File: config.mk
export PLATFORM = sky130hd
export DESIGN_NAME = vss_cell
export DESIGN_NICKNAME = d
export VERILOG_FILES = /design/src/sv/vss_pkg.sv /design/src/sv/vss_cell.sv
export SDC_FILE = /design/constraint.sdc
export NUM_CORES = 2
export LEC_CHECK = 0
export ABC_CLOCK_PERIOD_IN_PS = 7700
export BUFFER_PORTS_ARGS = -buffer_cell sky130_fd_sc_hd__buf_2
export CAP_MARGIN = 30
export CORE_UTILIZATION = 51
export DETAILED_ROUTE_END_ITERATION = 8
export GPL_TIMING_DRIVEN = 0
export PLACE_DENSITY = 0.75
export SYNTH_ARGS = -nofsm -noshare
export SYNTH_HDL_FRONTEND = slang
export SYNTH_SLANG_ARGS = --single-unit
File: constraint.sdc
create_clock -name i_clk -period 7.7 [get_ports i_clk]
set_clock_uncertainty 0.2 [all_clocks]
set_input_delay 1.155 -clock i_clk [delete_from_list [all_inputs] [get_ports i_clk]]
set_output_delay 1.155 -clock i_clk [all_outputs]
set_load 0.05 [all_outputs]
File: src/sv/vss_pkg.sv
// ----------------------------------------------------------------------------
// vss_pkg: shared types and constants of the state-space step unit
// Item and result structs, sequencer codes and the control bundle that the
// sequencer broadcasts to the row of cells.
// ----------------------------------------------------------------------------
package vss_pkg;

    // Payload lanes are fixed at four latent and two covariate fields.
    localparam int LANES = 4;
    localparam int K_W   = 2;
    localparam int CNT_W = 16;
    localparam int STEP_W = 18;

    localparam logic [1:0] CFG_BURN_IN    = 2'd0;
    localparam logic [1:0] CFG_KEPT_STEPS = 2'd1;

    typedef logic signed [31:0] t_q;

    typedef enum logic [1:0] {
        KIND_COEF = 2'd0,
        KIND_INIT = 2'd1,
        KIND_STEP = 2'd2
    } t_kind;

    typedef enum logic [2:0] {
        TBL_MEAN = 3'd0,
        TBL_INIT = 3'd1,
        TBL_ICPT = 3'd2,
        TBL_TRAN = 3'd3,
        TBL_NOIS = 3'd4,
        TBL_GAIN = 3'd5
    } t_table;

    typedef enum logic [2:0] {
        ST_IDLE,
        ST_RUN,
        ST_DRAIN1,
        ST_DRAIN2,
        ST_EMIT
    } t_state;

    typedef enum logic [1:0] {
        PH_BIAS,
        PH_TRAN,
        PH_NOIS,
        PH_GAIN
    } t_phase;

    typedef enum logic [1:0] {
        RING_HOLD,
        RING_STATE,
        RING_NOISE,
        RING_SHIFT
    } t_ring_cmd;

    typedef struct packed {
        logic [1:0] kind;
        logic [2:0] table_select;
        logic [1:0] row_index;
        logic [1:0] col_index;
        t_q         coef_value;
        t_q         noise_0;
        t_q         noise_1;
        t_q         noise_2;
        t_q         noise_3;
        t_q         covar_0;
        t_q         covar_1;
    } t_in_item;

    typedef struct packed {
        t_q               latent_0;
        t_q               latent_1;
        t_q               latent_2;
        t_q               latent_3;
        logic [CNT_W-1:0] step_number;
        logic             is_last;
    } t_out_item;

    typedef struct packed {
        logic           issue;
        logic           init;
        t_phase         phase;
        logic [K_W-1:0] k;
        logic           last;
        t_ring_cmd      ring;
    } t_cell_ctl;

    typedef struct packed {
        logic       en;
        logic [2:0] table_select;
        logic [1:0] row_index;
        logic [1:0] col_index;
        t_q         value;
    } t_coef_wr;

    typedef struct packed {
        logic             load;
        logic [CNT_W-1:0] step_number;
        logic             is_last;
    } t_emit;

endpackage

File: src/sv/vss_cell.sv
// ----------------------------------------------------------------------------
// vss_cell: one latent row of the state-space step unit
// Holds the coefficients of its row, its state element and one ring register
// that passes state and noise values to the neighboring cell on a shift command.
// ----------------------------------------------------------------------------
module vss_cell
    import vss_pkg::*;
#(
    parameter int LATENT_COUNT    = 4,
    parameter int COVARIATE_COUNT = 2,
    parameter int FRAC_BITS       = 16,
    parameter int CELL_IDX        = 0
) (
    input  logic      i_clk,
    input  logic      i_rst_n,
    input  t_cell_ctl i_ctl,
    input  t_coef_wr  i_wr,
    input  t_in_item  i_item,
    input  t_q        i_ring,
    output t_q        o_ring,
    output t_q        o_latent
);

    localparam int CELL_DEPTH = 2 + 3 * LATENT_COUNT + COVARIATE_COUNT;
    localparam int AW         = $clog2(CELL_DEPTH);
    localparam int ACC_W      = 68 - FRAC_BITS;

    localparam logic [AW-1:0] A_MEAN = AW'(0);
    localparam logic [AW-1:0] A_ICPT = AW'(1);
    localparam logic [AW-1:0] A_INIT = AW'(2);
    localparam logic [AW-1:0] A_TRAN = AW'(2 + LATENT_COUNT);
    localparam logic [AW-1:0] A_NOIS = AW'(2 + 2 * LATENT_COUNT);
    localparam logic [AW-1:0] A_GAIN = AW'(2 + 3 * LATENT_COUNT);

    localparam logic [2:0] L3   = 3'(LATENT_COUNT);
    localparam logic [2:0] C3   = 3'(COVARIATE_COUNT);
    localparam logic [2:0] IDX3 = 3'(CELL_IDX);
    localparam logic [1:0] IDX2 = 2'(CELL_IDX);

    function automatic t_q noise_lane(input t_in_item it, input logic [1:0] idx);
        t_q v;
        case (idx)
            2'd0:    v = it.noise_0;
            2'd1:    v = it.noise_1;
            2'd2:    v = it.noise_2;
            2'd3:    v = it.noise_3;
            default: v = it.noise_0;
        endcase
        return v;
    endfunction

    function automatic t_q covar_lane(input t_in_item it, input logic idx);
        t_q v;
        case (idx)
            1'b0:    v = it.covar_0;
            1'b1:    v = it.covar_1;
            default: v = it.covar_0;
        endcase
        return v;
    endfunction

    t_q mem [CELL_DEPTH];

    logic                    w_wr_ok;
    logic                    w_wr_en;
    logic [AW-1:0]           w_wr_addr;
    logic [AW-1:0]           w_rd_addr;
    logic [2:0]              w_col_sum;
    logic [1:0]              w_col;
    t_q                      w_op;
    logic signed [63:0]      w_prod;
    logic signed [63:0]      w_shift;
    logic signed [ACC_W-1:0] w_term;
    logic signed [ACC_W-1:0] w_sum;
    logic [ACC_W-32:0]       w_hi;
    t_q                      w_sat;

    t_q                      r_ring;
    t_q                      r_lat;
    t_q                      r_rd;
    t_q                      r_op;
    logic                    r_v1;
    logic                    r_bias1;
    logic                    r_last1;
    logic signed [ACC_W-1:0] r_term;
    logic                    r_v2;
    logic                    r_first2;
    logic                    r_last2;
    logic signed [ACC_W-1:0] r_acc;

    // Coefficient write decode; only the row owned by this cell is taken.
    always_comb begin
        w_wr_ok   = 1'b0;
        w_wr_addr = A_MEAN;
        case (i_wr.table_select)
            TBL_MEAN: begin
                w_wr_ok   = 1'b1;
                w_wr_addr = A_MEAN;
            end
            TBL_ICPT: begin
                w_wr_ok   = 1'b1;
                w_wr_addr = A_ICPT;
            end
            TBL_INIT: begin
                w_wr_ok   = {1'b0, i_wr.col_index} < L3;
                w_wr_addr = A_INIT + AW'(i_wr.col_index);
            end
            TBL_TRAN: begin
                w_wr_ok   = {1'b0, i_wr.col_index} < L3;
                w_wr_addr = A_TRAN + AW'(i_wr.col_index);
            end
            TBL_NOIS: begin
                w_wr_ok   = {1'b0, i_wr.col_index} < L3;
                w_wr_addr = A_NOIS + AW'(i_wr.col_index);
            end
            TBL_GAIN: begin
                w_wr_ok   = {1'b0, i_wr.col_index} < C3;
                w_wr_addr = A_GAIN + AW'(i_wr.col_index);
            end
            default: begin
                w_wr_ok   = 1'b0;
                w_wr_addr = A_MEAN;
            end
        endcase
        w_wr_en = i_wr.en && (i_wr.row_index == IDX2) && w_wr_ok;
    end

    // The ring register of this cell holds column (CELL_IDX + k) mod LATENT_COUNT.
    always_comb begin
        w_col_sum = {1'b0, i_ctl.k} + IDX3;
        w_col     = (w_col_sum >= L3) ? 2'(w_col_sum - L3) : w_col_sum[1:0];
        case (i_ctl.phase)
            PH_BIAS: w_rd_addr = i_ctl.init ? A_MEAN : A_ICPT;
            PH_TRAN: w_rd_addr = A_TRAN + AW'(w_col);
            PH_NOIS: w_rd_addr = (i_ctl.init ? A_INIT : A_NOIS) + AW'(w_col);
            PH_GAIN: w_rd_addr = A_GAIN + AW'(i_ctl.k);
            default: w_rd_addr = A_MEAN;
        endcase
        w_op = (i_ctl.phase == PH_GAIN) ? covar_lane(i_item, i_ctl.k[0]) : r_ring;
    end

    always_ff @(posedge i_clk) begin
        if (w_wr_en) begin
            mem[w_wr_addr] <= i_wr.value;
        end
    end

    always_ff @(posedge i_clk) begin
        if (i_ctl.issue) begin
            r_rd <= mem[w_rd_addr];
            r_op <= w_op;
        end
    end

    always_ff @(posedge i_clk) begin
        case (i_ctl.ring)
            RING_STATE: r_ring <= r_lat;
            RING_NOISE: r_ring <= noise_lane(i_item, IDX2);
            RING_SHIFT: r_ring <= i_ring;
            default:    r_ring <= r_ring;
        endcase
    end

    // Products drop the fraction bits toward minus infinity; the bias term
    // enters the sum as it is.
    always_comb begin
        w_prod  = r_rd * r_op;
        w_shift = w_prod >>> FRAC_BITS;
        w_term  = r_bias1 ? {{(ACC_W - 32){r_rd[31]}}, r_rd} : w_shift[ACC_W-1:0];
    end

    always_comb begin
        w_sum = r_first2 ? r_term : r_acc + r_term;
        w_hi  = w_sum[ACC_W-1:31];
        if ((&w_hi) || !(|w_hi)) begin
            w_sat = w_sum[31:0];
        end else if (w_sum[ACC_W-1]) begin
            w_sat = 32'sh8000_0000;
        end else begin
            w_sat = 32'sh7FFF_FFFF;
        end
    end

    always_ff @(posedge i_clk) begin
        r_term <= w_term;
        if (r_v2) begin
            r_acc <= w_sum;
        end
    end

    always_ff @(posedge i_clk) begin
        if (!i_rst_n) begin
            r_v1     <= 1'b0;
            r_bias1  <= 1'b0;
            r_last1  <= 1'b0;
            r_v2     <= 1'b0;
            r_first2 <= 1'b0;
            r_last2  <= 1'b0;
            r_lat    <= '0;
        end else begin
            r_v1     <= i_ctl.issue;
            r_bias1  <= i_ctl.issue && (i_ctl.phase == PH_BIAS);
            r_last1  <= i_ctl.issue && i_ctl.last;
            r_v2     <= r_v1;
            r_first2 <= r_bias1;
            r_last2  <= r_last1;
            if (r_v2 && r_last2) begin
                r_lat <= w_sat;
            end
        end
    end

    assign o_ring   = r_ring;
    assign o_latent = r_lat;

endmodule

After elaboration in Yosys (flattened, before gate mapping)
Memory sizes are Yosys's and may differ from the RTL's. A register that Yosys moved wholly into a read port is not among the register bits. Cells that the tools add are included.

Flip-flop bits (word level): 206. RAM bits: 512. Input port bits: 316. Logic and storage cells: 65. Memories: 1.

Memory list: mem (depth 16, bits a word 32, read ports 1, clocked after Yosys merged registers in 1, write ports 1, line vss_cell.sv:62) `t_q mem [CELL_DEPTH];`.

Add/sub/neg operators: 9. $mul: 1. Magnitude comparators: 2. Equal/unequal tests: 11. Multiplexer cells: 15. Bitwise gates (word level): 1. Reductions and logical operators: 14.

Operators with widths (number): 52-bit two-way mux (2); 32-bit two-way mux (3); 32-bit case mux with 3 select lines (1); 32-bit by 32-bit multiplier with 64-bit output (1); 32-bit case mux with 2 select lines (1); 52-bit adder (1); 21-bit AND reduction (1); 21-bit OR reduction (1); 4-bit case mux with 5 select lines (1); 4-bit case mux with 4 select lines (1); 2-bit by 3-bit adder with 4-bit output (first input constant) (2); 3-bit by 2-bit adder with 4-bit output (first input constant) (2); 2-bit == test (second input constant) (4); 3-bit by 2-bit == test with 1-bit output (second input constant) (2); 3-bit == test (second input constant) (2); 1-bit logical AND (5); 5-bit OR reduction (1); 4-bit by 2-bit adder with 4-bit output (1); 4-bit by 2-bit adder with 4-bit output (first input constant) (1); 2-bit by 1-bit == test with 1-bit output (second input constant) (2); 2-bit zero test (2); 4-bit two-way mux (1); 2-bit by 2-bit adder with 3-bit output (first input constant) (1); 3-bit by 1-bit == test with 1-bit output (second input constant) (1); 11 further kinds (13).

Longest topological paths before layout
Word-level depth: 6. Depth in mapped cells: 31.

Worst setup path before layout
OpenSTA, ideal clock, no wires.

Path kind: flip-flop to flip-flop. From: register r_rd[31] (read register of mem). To: register r_term[45]. Library setup time: 0.133 ns. Arrival: 7.605 ns. Slack: -0.238 ns. Cell stages (with the launch flop): 26. Buffers on the path: 2. Period minus slack after synthesis: 7.938 ns. Path through: edfxtp_1 clkbuf_1 clkbuf_1 nand2_1 inv_1 fa_1 fa_1 fa_1 fa_1 inv_1 fa_1 inv_1 fa_1 inv_1 fa_1 inv_1 fa_1 ha_1 and4_1 a22oi_1 inv_1 a211o_1 a21bo_2 a41oi_1 or3_1 nand3_1.

Cells in the longest elaborated chain, start to end: 2.

RTL lines: from (decl) (line vss_cell.sv:80) `t_q r_rd;`; 32-bit by 32-bit multiplier with 64-bit output (line vss_cell.sv:167) `w_prod = r_rd * r_op;`; 52-bit two-way mux * (line vss_cell.sv:169) `w_term = r_bias1 ? {{(ACC_W - 32){r_rd[31]}}, r_rd} : w_shift[ACC_W-1:0];`; via w_term[45] (line vss_cell.sv:73) `logic signed [ACC_W-1:0] w_term;`; to (signal assigned) (line vss_cell.sv:185) `r_term <= w_term;`; to (decl) (line vss_cell.sv:85) `logic signed [ACC_W-1:0] r_term;`.

The timed path passes the listed nets; every way through them passes the cells marked *. A chain may end at the register's enable or synchronous reset.

Worst setup path after layout
From: register r_rd[14] (read register of mem). To: register r_term[21].

Cells in the longest elaborated chain, start to end: 2.

RTL lines (line): 32-bit by 32-bit multiplier with 64-bit output (vss_cell.sv:167); 52-bit two-way mux (vss_cell.sv:169); via w_term[21] (vss_cell.sv:73).

The timed path passes the listed nets, and every way through them passes these cells.

==> flow_metrics.py <==
metrics = {
    "synth": {
        "syn_area_per_cell_sq_um": 11.6,
        "synth.top_cell.area_share_pct": 32.6,
        "synth-seq-cells": 746,
        "yosys.area.top_type": "fa_1",
        "yosysUniqueCellTypes": 78,
        "synthArstFlopShare_pct": 0,
        "synth_common_cells": "fa_1, inv_1, nand2_1",
        "synth.most_common_cell": "fa_1",
        "ys.flop_type": "edfxtp_1",
        "synth.area.top_cells": "fa_1, edfxtp_1, inv_1",
        "postSynthNetCount": 7344,
        "syn-cell-area_sq_mm": 0.0664,
        "syn_inst": 5715,
        "synth_seq_area_share_pct": 32.4,
        "yosysWarningCount": 0,
        "synth_edf_count": 660,
    },
    "worst_setup_path": {
        "cp-start-kind": "register",
        "worstPathMaxFanout": 5,
        "r2r_cells": 26,
        "crit_path_top_delay_cell": "fa_1",
        "cp_top_family": "adder cells",
        "worst_path_most_repeated_cell": "fa_1",
        "timing.rr.start": "r_rd[14]",
        "cp.buffers_inverters": 5,
        "cp-end-kind": "register",
        "rr_endpoint": "r_term[21]",
        "path_class": "register to register",
        "required_ns": 7.96,
        "crit_arrival_ns": 9.04,
        "ff2ff_setup_slack_ns": -1.08,
        "worst_path_largest_cell_delay_ns": 0.58,
    },
    "floorplanning": {
        "rows": 132,
        "die_y_um": 363,
        "num_io_pins": 380,
        "coreArea_sq_mm": 0.129,
        "start_util_pct": 51.3,
        "die_x_um": 363,
        "die_area_sq_mm": 0.132,
    },
    "routing": {
        "dr.pass1.iters": 6,
        "num_vias": 48011,
        "viasPerCell": 5.95,
        "drc_errors": 0,
        "ant_nets": 0,
        "wirelength_um": 234000,
        "drt_iter0_drc": 5385,
        "routedWlPerCell_um": 29.1,
    },
    "min_path": {
        "min_from": "r_last1",
        "whs_path_depth": 1,
        "hold_path_end": "r_last2",
        "min_path_type": "register to register",
    },
    "clock_network": {
        "clkLatencyLatePin_ns": 0.74,
        "cts_buffers": 81,
        "ctsHoldBuffers": 0,
        "tritoncts": "yes",
        "clk_pin_slew_worst_paths_ns": 0.07,
        "h-tree-depth": 3,
        "cts-root-buf": "clkbuf_16",
        "clk_path_buf_depth": 3,
        "cts.sinks": 746,
    },
    "sta": {
        "relSlewSlack_pct": 28.0,
        "holdWs_ns": 0.237,
        "worstMarginPinSlew_ns": 1.08,
        "finalHoldViolCount": 0,
        "finalCritPeriodShare_pct": 114,
        "grt_setup_unrepaired": "yes",
        "setup_viol": 40,
        "fmax_mhz": 114,
        "drv_slew": 0,
        "timing.final.crit_period_ns": 8.78,
        "fin_ws_ns": -1.08,
    },
    "global_routing": {
        "overflow": 0,
        "antenna_found_initial": 28,
        "grt_pass1_vias": 50823,
        "grt_max_degree": 59,
        "grt_util_all_layers_pct": 36.4,
        "grt_pass1_wl_um": 340000,
    },
    "placement": {
        "gp_congestion": 1.05,
        "dp_hpwl_um": 181000,
        "portBuffers": 237,
        "place_ws_ns": -2.99,
    },
    "finish": {
        "areaGrowthSynthToFinish_pct": 15.1,
        "final_nets": 7869,
        "drive_gt1_share_pct": 16.0,
    },
    "status": {
        "outcome": "complete, but fails checks",
        "violations": "setup timing",
    },
    "job": {
        "drv_cap": 0,
    },
}
[worst max path at each step]
stage,from,to,depth (start not counted)
final,r_rd[14],r_term[21],26
after global routing,r_rd[14],r_term[44],29
after CTS,r_rd[11],r_term[44],32
after detailed placement,r_rd[11],r_term[28],25
after global placement,r_rd[14],r_term[28],24
after floorplan,r_rd[15],r_term[45],26
[through the flow]
| stage | setup TNS [ns] | instances | util (%) | area [sq um] |
|---|---|---|---|---|
| floorplan | 0 | 5715 | - | 66500 |
| global placement | -235.59 | 7694 | 54.0 | 69800 |
| detailed placement | -85.97 | 7775 | 55.0 | 71100 |
| CTS | -21.10 | 8013 | 58.5 | 75700 |
| global route | -31.71 | 8053 | 59.1 | 76400 |
| finish | -27.16 | 8068 | 59.1 | 76400 |
[final cells by class]
type / instances / area, sq um
fillers: 10266 / 52900
multi-input cells: 3703 / 41100
flip-flops and latches: 746 / 21500
inverters: 962 / 3610
repair buffers: 446 / 3480
well taps: 1742 / 2180
clock buffers: 98 / 2120
plain buffers: 300 / 1770
clock inverters: 53 / 618
diodes: 18 / 45.0
[layout by cell type, fill, tap and decap left out, types with 16 or more instances in the layout]
cell type	netlist	layout
mux2i_1	68	68
mux4_2	128	128
clkbuf_16	0	84
dfxtp_1	86	85
nand2_1	686	681
inv_1	962	953
nor2_1	164	151
nand4_1	20	20
buf_1	32	34
o21ai_0	96	69
edfxtp_1	660	660
nand2b_1	20	20
fa_1	1082	1069
diode_2	0	18
nand3_1	25	23
buf_2	6	251
clkbuf_8	0	23
buf_6	4	33
buf_8	0	40
buf_4	0	128
o221a_1	31	31
a211oi_1	46	42
a21oi_1	165	153
a31oi_1	40	37
and2_1	558	551
clkbuf_4	0	49
clkbuf_1	262	127
xnor2_1	45	35
nor3_1	24	22
a21o_1	40	38
xor2_1	38	32
o21ai_1	17	23
o21a_1	19	18
o21ai_2	1	17
ha_1	231	222
clkinv_1	0	16
o31ai_1	22	17
buf_12	0	17
clkbuf_2	0	51
[routing by layer]
layer / GRT usage (%) / routed length, um
met3: 12.5 / 30400
met1: 46.2 / 85000
met4: 18.1 / 14000
met5: 0 / 135
met2: 55.6 / 105000
[registers in the layout (all words and copies together) (netlist names), 32 cells and up]
register and flops:
o_ring 32, r_op 32, r_acc 52, r_rd 32
r_term 48, mem 512, o_latent 32
[worst reg2reg max path: cells and delay by family, from the launching register on]
kind | cells | cell delay [ns]
compound gates | 5 | 1.32
xor+xnor | 1 | 0.40
fa+ha+maj | 9 | 4.36
buf+inv | 5 | 0.59
flops | 1 | 0.48
simple gates | 6 | 1.18
[cell families after synthesis]
family,count (synthesis),share of synthesized area (%)
AND/OR/NAND/NOR,1575,11.6
adder cells (fa/ha/maj),1313,37.0
buffers and inverters,1266,7.21
flip-flops,746,32.4
AO/OA/AOI/OAI,532,5.18
multiplexers,200,5.44
XOR/XNOR,83,1.09
[repair_timing]
action                                  in CTS  in global routing
pin swaps                                   48                 51
cloned                                       0                  1
resized for setup                          356                138
endpoints found under the setup margin      45                 42
setup buffers                               88                 32
Power is left out: the tool's default activity adds up to more than one toggle a clock period on the data nets, which glitch-free logic cannot reach.
