===== src/sv/vss_pkg.sv =====
// ----------------------------------------------------------------------------
// vss_pkg: shared types and constants of the state-space step unit
// Item and result structs, sequencer codes and the control bundle that the
// sequencer broadcasts to the row of cells.
// ----------------------------------------------------------------------------
package vss_pkg;

    // Payload lanes are fixed at four latent and two covariate fields.
    localparam int LANES = 4;
    localparam int K_W   = 2;
    localparam int CNT_W = 16;
    localparam int STEP_W = 18;

    localparam logic [1:0] CFG_BURN_IN    = 2'd0;
    localparam logic [1:0] CFG_KEPT_STEPS = 2'd1;

    typedef logic signed [31:0] t_q;

    typedef enum logic [1:0] {
        KIND_COEF = 2'd0,
        KIND_INIT = 2'd1,
        KIND_STEP = 2'd2
    } t_kind;

    typedef enum logic [2:0] {
        TBL_MEAN = 3'd0,
        TBL_INIT = 3'd1,
        TBL_ICPT = 3'd2,
        TBL_TRAN = 3'd3,
        TBL_NOIS = 3'd4,
        TBL_GAIN = 3'd5
    } t_table;

    typedef enum logic [2:0] {
        ST_IDLE,
        ST_RUN,
        ST_DRAIN1,
        ST_DRAIN2,
        ST_EMIT
    } t_state;

    typedef enum logic [1:0] {
        PH_BIAS,
        PH_TRAN,
        PH_NOIS,
        PH_GAIN
    } t_phase;

    typedef enum logic [1:0] {
        RING_HOLD,
        RING_STATE,
        RING_NOISE,
        RING_SHIFT
    } t_ring_cmd;

    typedef struct packed {
        logic [1:0] kind;
        logic [2:0] table_select;
        logic [1:0] row_index;
        logic [1:0] col_index;
        t_q         coef_value;
        t_q         noise_0;
        t_q         noise_1;
        t_q         noise_2;
        t_q         noise_3;
        t_q         covar_0;
        t_q         covar_1;
    } t_in_item;

    typedef struct packed {
        t_q               latent_0;
        t_q               latent_1;
        t_q               latent_2;
        t_q               latent_3;
        logic [CNT_W-1:0] step_number;
        logic             is_last;
    } t_out_item;

    typedef struct packed {
        logic           issue;
        logic           init;
        t_phase         phase;
        logic [K_W-1:0] k;
        logic           last;
        t_ring_cmd      ring;
    } t_cell_ctl;

    typedef struct packed {
        logic       en;
        logic [2:0] table_select;
        logic [1:0] row_index;
        logic [1:0] col_index;
        t_q         value;
    } t_coef_wr;

    typedef struct packed {
        logic             load;
        logic [CNT_W-1:0] step_number;
        logic             is_last;
    } t_emit;

endpackage


===== src/sv/vss_ctrl.sv =====
// ----------------------------------------------------------------------------
// vss_ctrl: sequencer of the state-space step unit
// Accepts items, keeps the step counter and the run registers, and walks the
// cells through bias, transition (regular steps only), noise and covariate terms of one step.
// ----------------------------------------------------------------------------
module vss_ctrl
    import vss_pkg::*;
#(
    parameter int LATENT_COUNT    = 4,
    parameter int COVARIATE_COUNT = 2
) (
    input  logic             i_clk,
    input  logic             i_rst_n,
    input  logic             i_in_valid,
    output logic             o_in_stall,
    input  t_in_item         i_in_data,
    input  logic             i_cfg_we,
    input  logic [1:0]       i_cfg_index,
    input  logic [CNT_W-1:0] i_cfg_data,
    input  logic             i_out_free,
    output t_cell_ctl        o_ctl,
    output t_coef_wr         o_wr,
    output t_in_item         o_item,
    output t_emit            o_emit
);

    localparam logic [K_W-1:0] K_LAST_L = K_W'(LATENT_COUNT - 1);
    localparam logic [K_W-1:0] K_LAST_C = K_W'(COVARIATE_COUNT - 1);
    localparam logic [2:0]     C3       = 3'(COVARIATE_COUNT);

    t_state            r_state;
    t_state            n_state;
    t_phase            r_phase;
    t_phase            n_phase;
    logic [K_W-1:0]    r_k;
    logic [K_W-1:0]    n_k;
    logic              r_init;
    logic              r_emit;
    logic [STEP_W-1:0] r_step_count;
    logic [CNT_W-1:0]  r_burn;
    logic [CNT_W-1:0]  r_kept;
    logic [CNT_W-1:0]  r_step_num;
    logic              r_last;
    t_in_item          r_item;

    logic              w_acc;
    logic              w_is_init;
    logic              w_run;
    logic [STEP_W-1:0] w_t;
    logic [STEP_W-1:0] w_total;
    logic [STEP_W-1:0] w_diff;

    always_comb begin
        w_acc     = i_in_valid && (r_state == ST_IDLE);
        w_is_init = (i_in_data.kind == KIND_INIT);
        w_t       = w_is_init ? '0 : r_step_count;
        w_total   = STEP_W'(r_burn) + STEP_W'(r_kept);
        w_diff    = w_t - STEP_W'(r_burn);
        // A regular step past the end of the run is dropped without effect.
        w_run     = w_acc && (w_is_init ||
                              ((i_in_data.kind == KIND_STEP) && (w_t < w_total)));

        o_wr.en           = w_acc && (i_in_data.kind == KIND_COEF);
        o_wr.table_select = i_in_data.table_select;
        o_wr.row_index    = i_in_data.row_index;
        o_wr.col_index    = i_in_data.col_index;
        o_wr.value        = i_in_data.coef_value;
    end

    always_comb begin
        n_state = r_state;
        n_phase = r_phase;
        n_k     = r_k;

        o_ctl.issue = 1'b0;
        o_ctl.init  = r_init;
        o_ctl.phase = r_phase;
        o_ctl.k     = r_k;
        o_ctl.last  = 1'b0;
        o_ctl.ring  = RING_HOLD;

        o_emit.load        = 1'b0;
        o_emit.step_number = r_step_num;
        o_emit.is_last     = r_last;

        case (r_state)
            ST_IDLE: begin
                if (w_run) begin
                    n_state = ST_RUN;
                    n_phase = PH_BIAS;
                    n_k     = '0;
                end
            end
            ST_RUN: begin
                o_ctl.issue = 1'b1;
                // The ring command prepares the operand of the next term.
                case (r_phase)
                    PH_BIAS: begin
                        n_k = '0;
                        if (r_init) begin
                            n_phase    = PH_NOIS;
                            o_ctl.ring = RING_NOISE;
                        end else begin
                            n_phase    = PH_TRAN;
                            o_ctl.ring = RING_STATE;
                        end
                    end
                    PH_TRAN: begin
                        if (r_k == K_LAST_L) begin
                            n_phase    = PH_NOIS;
                            n_k        = '0;
                            o_ctl.ring = RING_NOISE;
                        end else begin
                            n_k        = r_k + 1'b1;
                            o_ctl.ring = RING_SHIFT;
                        end
                    end
                    PH_NOIS: begin
                        if (r_k == K_LAST_L) begin
                            n_phase = PH_GAIN;
                            n_k     = '0;
                        end else begin
                            n_k        = r_k + 1'b1;
                            o_ctl.ring = RING_SHIFT;
                        end
                    end
                    PH_GAIN: begin
                        if (r_k == K_LAST_C) begin
                            o_ctl.last = 1'b1;
                            n_state    = ST_DRAIN1;
                        end else begin
                            n_k = r_k + 1'b1;
                        end
                    end
                    default: begin
                        n_state = ST_IDLE;
                    end
                endcase
            end
            ST_DRAIN1: begin
                n_state = ST_DRAIN2;
            end
            ST_DRAIN2: begin
                n_state = ST_EMIT;
            end
            ST_EMIT: begin
                if (!r_emit) begin
                    n_state = ST_IDLE;
                end else if (i_out_free) begin
                    o_emit.load = 1'b1;
                    n_state     = ST_IDLE;
                end
            end
            default: begin
                n_state = ST_IDLE;
            end
        endcase
    end

    always_ff @(posedge i_clk) begin
        if (!i_rst_n) begin
            r_state      <= ST_IDLE;
            r_phase      <= PH_BIAS;
            r_k          <= '0;
            r_init       <= 1'b0;
            r_emit       <= 1'b0;
            r_step_count <= '0;
            r_burn       <= '0;
            r_kept       <= CNT_W'(1);
        end else begin
            r_state <= n_state;
            r_phase <= n_phase;
            r_k     <= n_k;
            if (w_run) begin
                r_step_count <= w_t + 1'b1;
                r_init       <= w_is_init;
                r_emit       <= (w_t >= STEP_W'(r_burn)) && (w_diff < STEP_W'(r_kept));
            end
            if (i_cfg_we) begin
                case (i_cfg_index)
                    CFG_BURN_IN:    r_burn <= i_cfg_data;
                    CFG_KEPT_STEPS: r_kept <= i_cfg_data;
                    default:        r_burn <= r_burn;
                endcase
            end
        end
    end

    always_ff @(posedge i_clk) begin
        if (w_run) begin
            r_item     <= i_in_data;
            r_step_num <= w_diff[CNT_W-1:0];
            r_last     <= (w_diff == (STEP_W'(r_kept) - 1'b1));
        end
    end

    assign o_in_stall = (r_state != ST_IDLE);
    assign o_item     = r_item;

    a_no_tran_on_init: assert property (@(posedge i_clk) disable iff (!i_rst_n)
        (r_state == ST_RUN && r_phase == PH_TRAN) |-> !r_init)
        else $error("transition terms issued on an initial step");

    a_last_drains: assert property (@(posedge i_clk) disable iff (!i_rst_n)
        (o_ctl.issue && o_ctl.last) |=> (r_state == ST_DRAIN1))
        else $error("last term not followed by pipeline drain");

    a_emit_needs_room: assert property (@(posedge i_clk) disable iff (!i_rst_n)
        o_emit.load |-> (r_emit && i_out_free && r_state == ST_EMIT))
        else $error("result loaded without a kept step or a free output");

    a_coef_stays_idle: assert property (@(posedge i_clk) disable iff (!i_rst_n)
        o_wr.en |=> (r_state == ST_IDLE))
        else $error("coefficient write started a step");

    a_gain_bound: assert property (@(posedge i_clk) disable iff (!i_rst_n)
        (r_state == ST_RUN && r_phase == PH_GAIN) |-> ({1'b0, r_k} < C3))
        else $error("covariate index out of range");

endmodule


===== config.mk =====
export PLATFORM = sky130hd
export DESIGN_NAME = vss_ctrl
export DESIGN_NICKNAME = d
export VERILOG_FILES = /design/src/sv/vss_pkg.sv /design/src/sv/vss_ctrl.sv
export SDC_FILE = /design/constraint.sdc
export NUM_CORES = 1
export LEC_CHECK = 0
export ABC_AREA = 1
export BUFFER_PORTS_ARGS = -buffer_cell sky130_fd_sc_hd__buf_2
export CORE_AREA = 3 3 215 217
export DETAILED_ROUTE_END_ITERATION = 10
export DIE_AREA = 0 0 218 220
export GPL_TIMING_DRIVEN = 0
export SETUP_SLACK_MARGIN = 0.15
export SLEW_MARGIN = 20
export SYNTH_ARGS = -nofsm -noshare
export SYNTH_HDL_FRONTEND = slang
export SYNTH_SLANG_ARGS = --single-unit

===== constraint.sdc =====
create_clock -name i_clk -period 4.4 [get_ports i_clk]
set_input_delay 0.22 -clock i_clk [delete_from_list [all_inputs] [get_ports i_clk]]
set_output_delay 0.22 -clock i_clk [all_outputs]
set_load 0.03 [all_outputs]

# Word-level counts from Yosys, hierarchy flattened
# Cells that the tools add are included.
# totals
register_bits	309
out_inout_bits	301
elab_cells	95
# op_classes
add_sub_neg	5
order_cmp	3
eq_ne	21
n_mux	27
reduce_logical	18
# ops
operator	n
adder 18 x 1 -> 18 bit, second input constant	1
equality test 18 bit	1
greater-or-equal comparator 18 x 16 -> 1 bit	1
< comparator 18 x 16 -> 1 bit	1
< comparator 18 x 17 -> 1 bit	1
two-way mux 18 bit	1
two-way mux 3 bit	6
one-hot mux 2 bit (3 select lines)	3
subtractor 18 x 16 -> 18 bit	1
adder 16 x 16 -> 17 bit	1
subtractor 16 x 1 -> 17 bit, second input constant	1
one-hot mux 3 bit (5 select lines)	1
two-way mux 2 bit	7
!= test 3 bit, second input constant	4
equality test 2 x 1 -> 1 bit, second input constant	4
equality test 2 bit, second input constant	4
one-hot mux 2 bit (2 select lines)	2
two-way mux 1 bit	7
equality test 3 x 2 -> 1 bit, second input constant	2
logical NOT 2 bit	3
!= test 2 bit, second input constant	3
logical AND 1 bit	5
AND reduction 5 bit	1
!= test 4 x 1 -> 1 bit, second input constant	1
other kinds (11)	12

# Depth between registers and ports, before layout
# depth
word_depth	8
ltp_mapped	25
ltp_nobuf	24

# Worst setup path after synthesis
# Ideal clock, no wire load.
# synth_timing
path_kind	reg-to-reg
startpoint	reg r_kept[2]
endpoint	reg r_item, in the netlist o_item[0] (enable)
setup_ns	0.414
t_arrival_ns	4.034
t_required_ns	3.986
path_slack_ns	-0.048
path_stages_with_launch	21
n_path_buf	1
synth_period_minus_slack_ns	4.448
cell_sequence	dfxtp_1 -> ha_1 -> a21oi_1 -> o21ai_0 -> a21oi_1 -> o21ai_2 -> a21boi_0 -> o21ai_1 -> nand3_1 -> nand2_1 -> nand2_1 -> nand2_1 -> ha_1 -> a21oi_1 -> o21ai_0 -> a21oi_1 -> nand4_1 -> nand2_1 -> nand2_4 -> inv_4 -> buf_6
# synth_between
elab_chain_cells	5
# synth_rtl
item	line	text
from (decl)	vss_ctrl.sv:41	logic [CNT_W-1:0] r_kept;
from (signal assigned)	vss_ctrl.sv:182	CFG_KEPT_STEPS: r_kept <= i_cfg_data;
adder 16 x 16 -> 17 bit	vss_ctrl.sv:57	w_total = STEP_W'(r_burn) + STEP_W'(r_kept);
< comparator 18 x 17 -> 1 bit	vss_ctrl.sv:61	((i_in_data.kind == KIND_STEP) && (w_t < w_total)));
logical AND 1 bit	vss_ctrl.sv:61	
logical OR 1 bit	vss_ctrl.sv:60	w_run = w_acc && (w_is_init ||
logical AND 1 bit	vss_ctrl.sv:60	
via w_run	vss_ctrl.sv:48	logic w_run;
to (signal assigned)	vss_ctrl.sv:191	r_item <= i_in_data;
to (decl)	vss_ctrl.sv:44	t_in_item r_item;
# The timed path passes the listed nets, and every way through them passes these cells.
# A chain may end at the register's enable or synchronous reset.

# Final worst setup path
# layout_timing
startpoint	reg r_kept[0]
endpoint	reg r_item, in the netlist o_item[160] (enable)
# Same word-level chain as after synthesis.

==> impl_results.html <==
<table>
<tr><th>Metric</th><th>Value</th></tr>
<tr><th colspan="2">Global route</th></tr>
<tr><td>Wire length of the first global-routing pass</td><td>87.4 mm</td></tr>
<tr><td>Largest net degree at the start of global routing</td><td>53</td></tr>
<tr><td>Grt total ovfl</td><td>0</td></tr>
<tr><td>Total GRT Usage</td><td>0.255</td></tr>
<tr><td>Vias in the first global route</td><td>12300</td></tr>
<tr><td>Antenna violations before repair</td><td>16</td></tr>
<tr><th colspan="2">Worst setup path</th></tr>
<tr><td>Worst reg-to-reg path cell count</td><td>20</td></tr>
<tr><td>Critical path type</td><td>flip-flop to flip-flop</td></tr>
<tr><td>Critical Path End Type</td><td>flip-flop</td></tr>
<tr><td>Launching element type of the critical path</td><td>flip-flop</td></tr>
<tr><td>Capture instance of the worst register-to-register path</td><td>o_item[160]$_DFFE_PP_</td></tr>
<tr><td>Critical-path maximum fanout</td><td>18</td></tr>
<tr><td>FF-to-FF setup slack</td><td>0.39 ns</td></tr>
<tr><td>Launch point of the critical path</td><td>r_kept[0]$_SDFFE_PN1P_</td></tr>
<tr><td>Worst path required time</td><td>4.65 ns</td></tr>
<tr><td>Critical path data arrival time</td><td>4.25 ns</td></tr>
<tr><td>R2R Path Start</td><td>r_kept[0]$_SDFFE_PN1P_</td></tr>
<tr><th colspan="2">Timing</th></tr>
<tr><td>Final critical-path share of the clock period</td><td>0.911</td></tr>
<tr><td>Endpoints failing setup</td><td>0</td></tr>
<tr><td>Worst hold margin</td><td>0.0239 ns</td></tr>
<tr><td>RSZ-0062 raised after global routing</td><td>false</td></tr>
<tr><td>Post-layout min period</td><td>4.01 ns</td></tr>
<tr><td>Upper clock frequency limit</td><td>0.249 GHz</td></tr>
<tr><td>Worst Skew</td><td>0.0286 ns</td></tr>
<tr><td>Slew at the pin closest to its max-slew limit</td><td>0.696 ns</td></tr>
<tr><td>Final Max Tran Viols</td><td>0</td></tr>
<tr><td>Final Hold Fails</td><td>0</td></tr>
<tr><td>Worst slew margin</td><td>0.536</td></tr>
<tr><td>Total Neg Setup Slack</td><td>0 ns</td></tr>
<tr><th colspan="2">Synth</th></tr>
<tr><td>Mapped cell area</td><td>13700 um2</td></tr>
<tr><td>Portion of the post-synthesis area used by sequential elements</td><td>0.633</td></tr>
<tr><td>Cells after synthesis</td><td>1234</td></tr>
<tr><td>Distinct cells, synth</td><td>42</td></tr>
<tr><td>YS warnings</td><td>0</td></tr>
<tr><td>Net count after synthesis</td><td>1564</td></tr>
<tr><td>Mean area per synthesized cell</td><td>11.1 um2</td></tr>
<tr><td>Number of synthesized register bits</td><td>309</td></tr>
<tr><th colspan="2">Cells and area</th></tr>
<tr><td>Final layout net count</td><td>2415</td></tr>
<tr><td>Fillers</td><td>4130</td></tr>
<tr><td>Fin cells</td><td>2713</td></tr>
<tr><td>Share of the core filled with cells in the final layout</td><td>0.484</td></tr>
<tr><td>Top library cells by usage in the layout, fill and taps aside</td><td>buf_2 (555), edfxtp_1 (250), dlygate4sd3_1 (244)</td></tr>
<tr><td>Most common library cell in the layout ignoring fill and taps</td><td>buf_2</td></tr>
<tr><td>Share of cells above drive strength 1</td><td>0.339</td></tr>
<tr><td>Synth-to-layout area growth</td><td>56.3%</td></tr>
<tr><th colspan="2">Power and ir drop</th></tr>
<tr><td>PD cells</td><td>446 nW/um2</td></tr>
<tr><td>Worst-case vdd ir drop</td><td>278 uV</td></tr>
<tr><td>Overall Power</td><td>9.58 mW</td></tr>
<tr><td>Lkg Pwr</td><td>9.56 nW</td></tr>
<tr><th colspan="2">Die</th></tr>
<tr><td>Num ports</td><td>557</td></tr>
<tr><td>Chip Width</td><td>218 um</td></tr>
<tr><td>Placeable core region</td><td>44300 um2</td></tr>
<tr><td>Initial core utilization</td><td>0.310</td></tr>
<tr><td>Area of the die</td><td>48000 um2</td></tr>
<tr><td>Die Y-Extent</td><td>220 um</td></tr>
<tr><td>Number of standard-cell rows in the floorplan</td><td>77</td></tr>
<tr><th colspan="2">Place</th></tr>
<tr><td>Post-DP HPWL</td><td>49.3 mm</td></tr>
<tr><td>Input/output buffers</td><td>555</td></tr>
<tr><td>Global placer's final weighted congestion</td><td>0.904</td></tr>
<tr><td>Dpl cells</td><td>2383</td></tr>
<tr><th colspan="2">Clock tree</th></tr>
<tr><td>CTS buffer count</td><td>39</td></tr>
<tr><td>Worst-path clk slew</td><td>0.05 ns</td></tr>
<tr><td>Root Buffer</td><td>clkbuf_16</td></tr>
<tr><td>Maximum level of the CTS H-tree</td><td>2</td></tr>
<tr><td>Number of sinks driven by the clock tree</td><td>309</td></tr>
<tr><td>Clock latency at the later pin of the worst-skew pair</td><td>0.56 ns</td></tr>
<tr><td>Maximum root-to-sink buffer count</td><td>3</td></tr>
<tr><td>Setup fix buffers added after clock tree synthesis</td><td>0</td></tr>
<tr><td>Clock tree from TritonCTS</td><td>done</td></tr>
<tr><th colspan="2">Hold path</th></tr>
<tr><td>Hold Path Depth</td><td>3</td></tr>
<tr><td>Hold_sp</td><td>i_cfg_data[10]</td></tr>
<tr><td>WHS Endpoint</td><td>r_kept[10]$_SDFFE_PN0P_</td></tr>
<tr><td>Kind of path behind the tightest hold check</td><td>input pin to flip-flop</td></tr>
<tr><th colspan="2">Job</th></tr>
<tr><td>MaxCap Viol Count</td><td>0</td></tr>
<tr><th colspan="2">Drt</th></tr>
<tr><td>Per-cell routed wire length</td><td>23.8 um</td></tr>
<tr><td>Mean number of vias per cell</td><td>4.72</td></tr>
<tr><td>Antenna-violating nets left</td><td>0</td></tr>
<tr><td>Total wire length after detailed routing</td><td>64.6 mm</td></tr>
<tr><td>Number of violations reported at the end of detailed-routing iteration 0</td><td>893</td></tr>
<tr><td>Routed vias</td><td>12800</td></tr>
<tr><td>Number of iterations in the first detailed-routing pass</td><td>5</td></tr>
<tr><td>Post-detailed-route DRC marker count</td><td>0</td></tr>
<tr><th colspan="2">Outcome</th></tr>
<tr><td>Outcome</td><td>finished clean</td></tr>
</table>
## report_power, final
group | internal (mW) | leakage (nW) | switching (mW)
registers | 3.54 | 2.80 | 0.115
logic | 0.806 | 6.09 | 1.64
clock network | 2.12 | 0.670 | 1.35
total | 6.47 | 9.56 | 3.11
## final cells by class
cell class,count,area (um2),area share
clock inverter,27,333,0.0155
sequential,309,8690,0.405
antenna,5,12.5,0.000583
clock buffer,45,1040,0.0485
tap,592,741,0.0345
timing repair buffer,810,5530,0.258
buffer,58,422,0.0196
multi-input combinational,732,4180,0.195
inverter,135,517,0.0241
## critical path: stages, from the launching register on
cell and delay [ns]:
dfxtp_1 0.36, ha_1 0.25, fa_2 0.39, a21oi_2 0.22
o21ai_2 0.11, a21boi_1 0.21, o21ai_1 0.14, nand3_1 0.13
nand2_1 0.06, nand2_1 0.06, nand2_1 0.06, ha_1 0.26
nand2_1 0.14, nor2_1 0.08, a21oi_2 0.16, nand4_1 0.14
nand2_1 0.13, nand2_4 0.12, inv_6 0.16, buf_16 0.24
clkbuf_16 0.24
## timing repair
action / 4_1_cts / 5_1_grt
pin swaps: 0 / 2
gates resized for setup: 9 / 14
hold endpoints to repair: 250 / 0
hold buffers: 244 / 0
endpoints found under the setup margin: 259 / 258
cloned: 6 / 3
## Yosys cell counts, drive strengths merged
cell type,instances,area share
and2,2,0.00091
clkbuf,11,0.0030
nor2,104,0.031
buf,47,0.027
inv,135,0.037
nand3,63,0.024
fa,2,0.0029
o21bai,4,0.0022
dfxtp,59,0.086
a221oi,3,0.0019
o31ai,1,0.00055
o211ai,3,0.0016
a31oi,2,0.00091
nand4,12,0.0064
xnor2,11,0.0070
or4,1,0.00055
ha,72,0.066
o21ai,66,0.025
nand2,237,0.067
nor3,17,0.0066
nand3b,3,0.0016
xor2,20,0.013
a21oi,97,0.035
a21boi,5,0.0027
nor4,5,0.0027
edfxtp,250,0.55
a211oi,1,0.00055
o21a,1,0.00055
## worst max path at each step
stage / end / slack [ns] / cells past startpoint
after floorplan: o_item[0]$_DFFE_PP_ / 0.18 / 20
after global placement: o_item[148]$_DFFE_PP_ / -0.96 / 20
after detailed placement: o_item[73]$_DFFE_PP_ / -0.58 / 21
after CTS: o_item[150]$_DFFE_PP_ / 0.15 / 20
after global routing: o_item[206]$_DFFE_PP_ / 0.14 / 21
final: o_item[160]$_DFFE_PP_ / 0.39 / 20
## metal layers
| metal | wire length [um] | part of all wire | vias up | global-route usage |
|---|---|---|---|---|
| li1 | - | - | 5939 | - |
| met1 | 27500 | 0.43 | 6158 | 0.342 |
| met2 | 28300 | 0.44 | 583 | 0.385 |
| met3 | 5850 | 0.091 | 119 | 0.0796 |
| met4 | 2880 | 0.045 | 6 | 0.105 |
| met5 | 46 | 0.00071 | - | 0 |
## registers in the layout, indices dropped and copies added (netlist names), 2 cells and up
name	flops
o_item	233
r_burn	16
r_k	2
r_kept	16
r_phase	2
r_state	3
r_step_count	18
r_step_num	16
## cell families after synthesis
family,Yosys count,synth area share
compound gates,183,0.0710
xor+xnor,31,0.0198
fa+ha+maj,74,0.0685
buf+inv,193,0.0670
flops,309,0.633
simple gates,444,0.141
## through the flow
stage,instance area [um2],setup slack [ns]
2_1_floorplan,13700,0.183
3_3_place_gp,17300,-0.959
3_5_place_dp,17300,-0.581
4_1_cts,21300,0.152
5_1_grt,21500,0.137
6_report,21500,0.391
No activity file was read; power rests on OpenSTA's default activity.
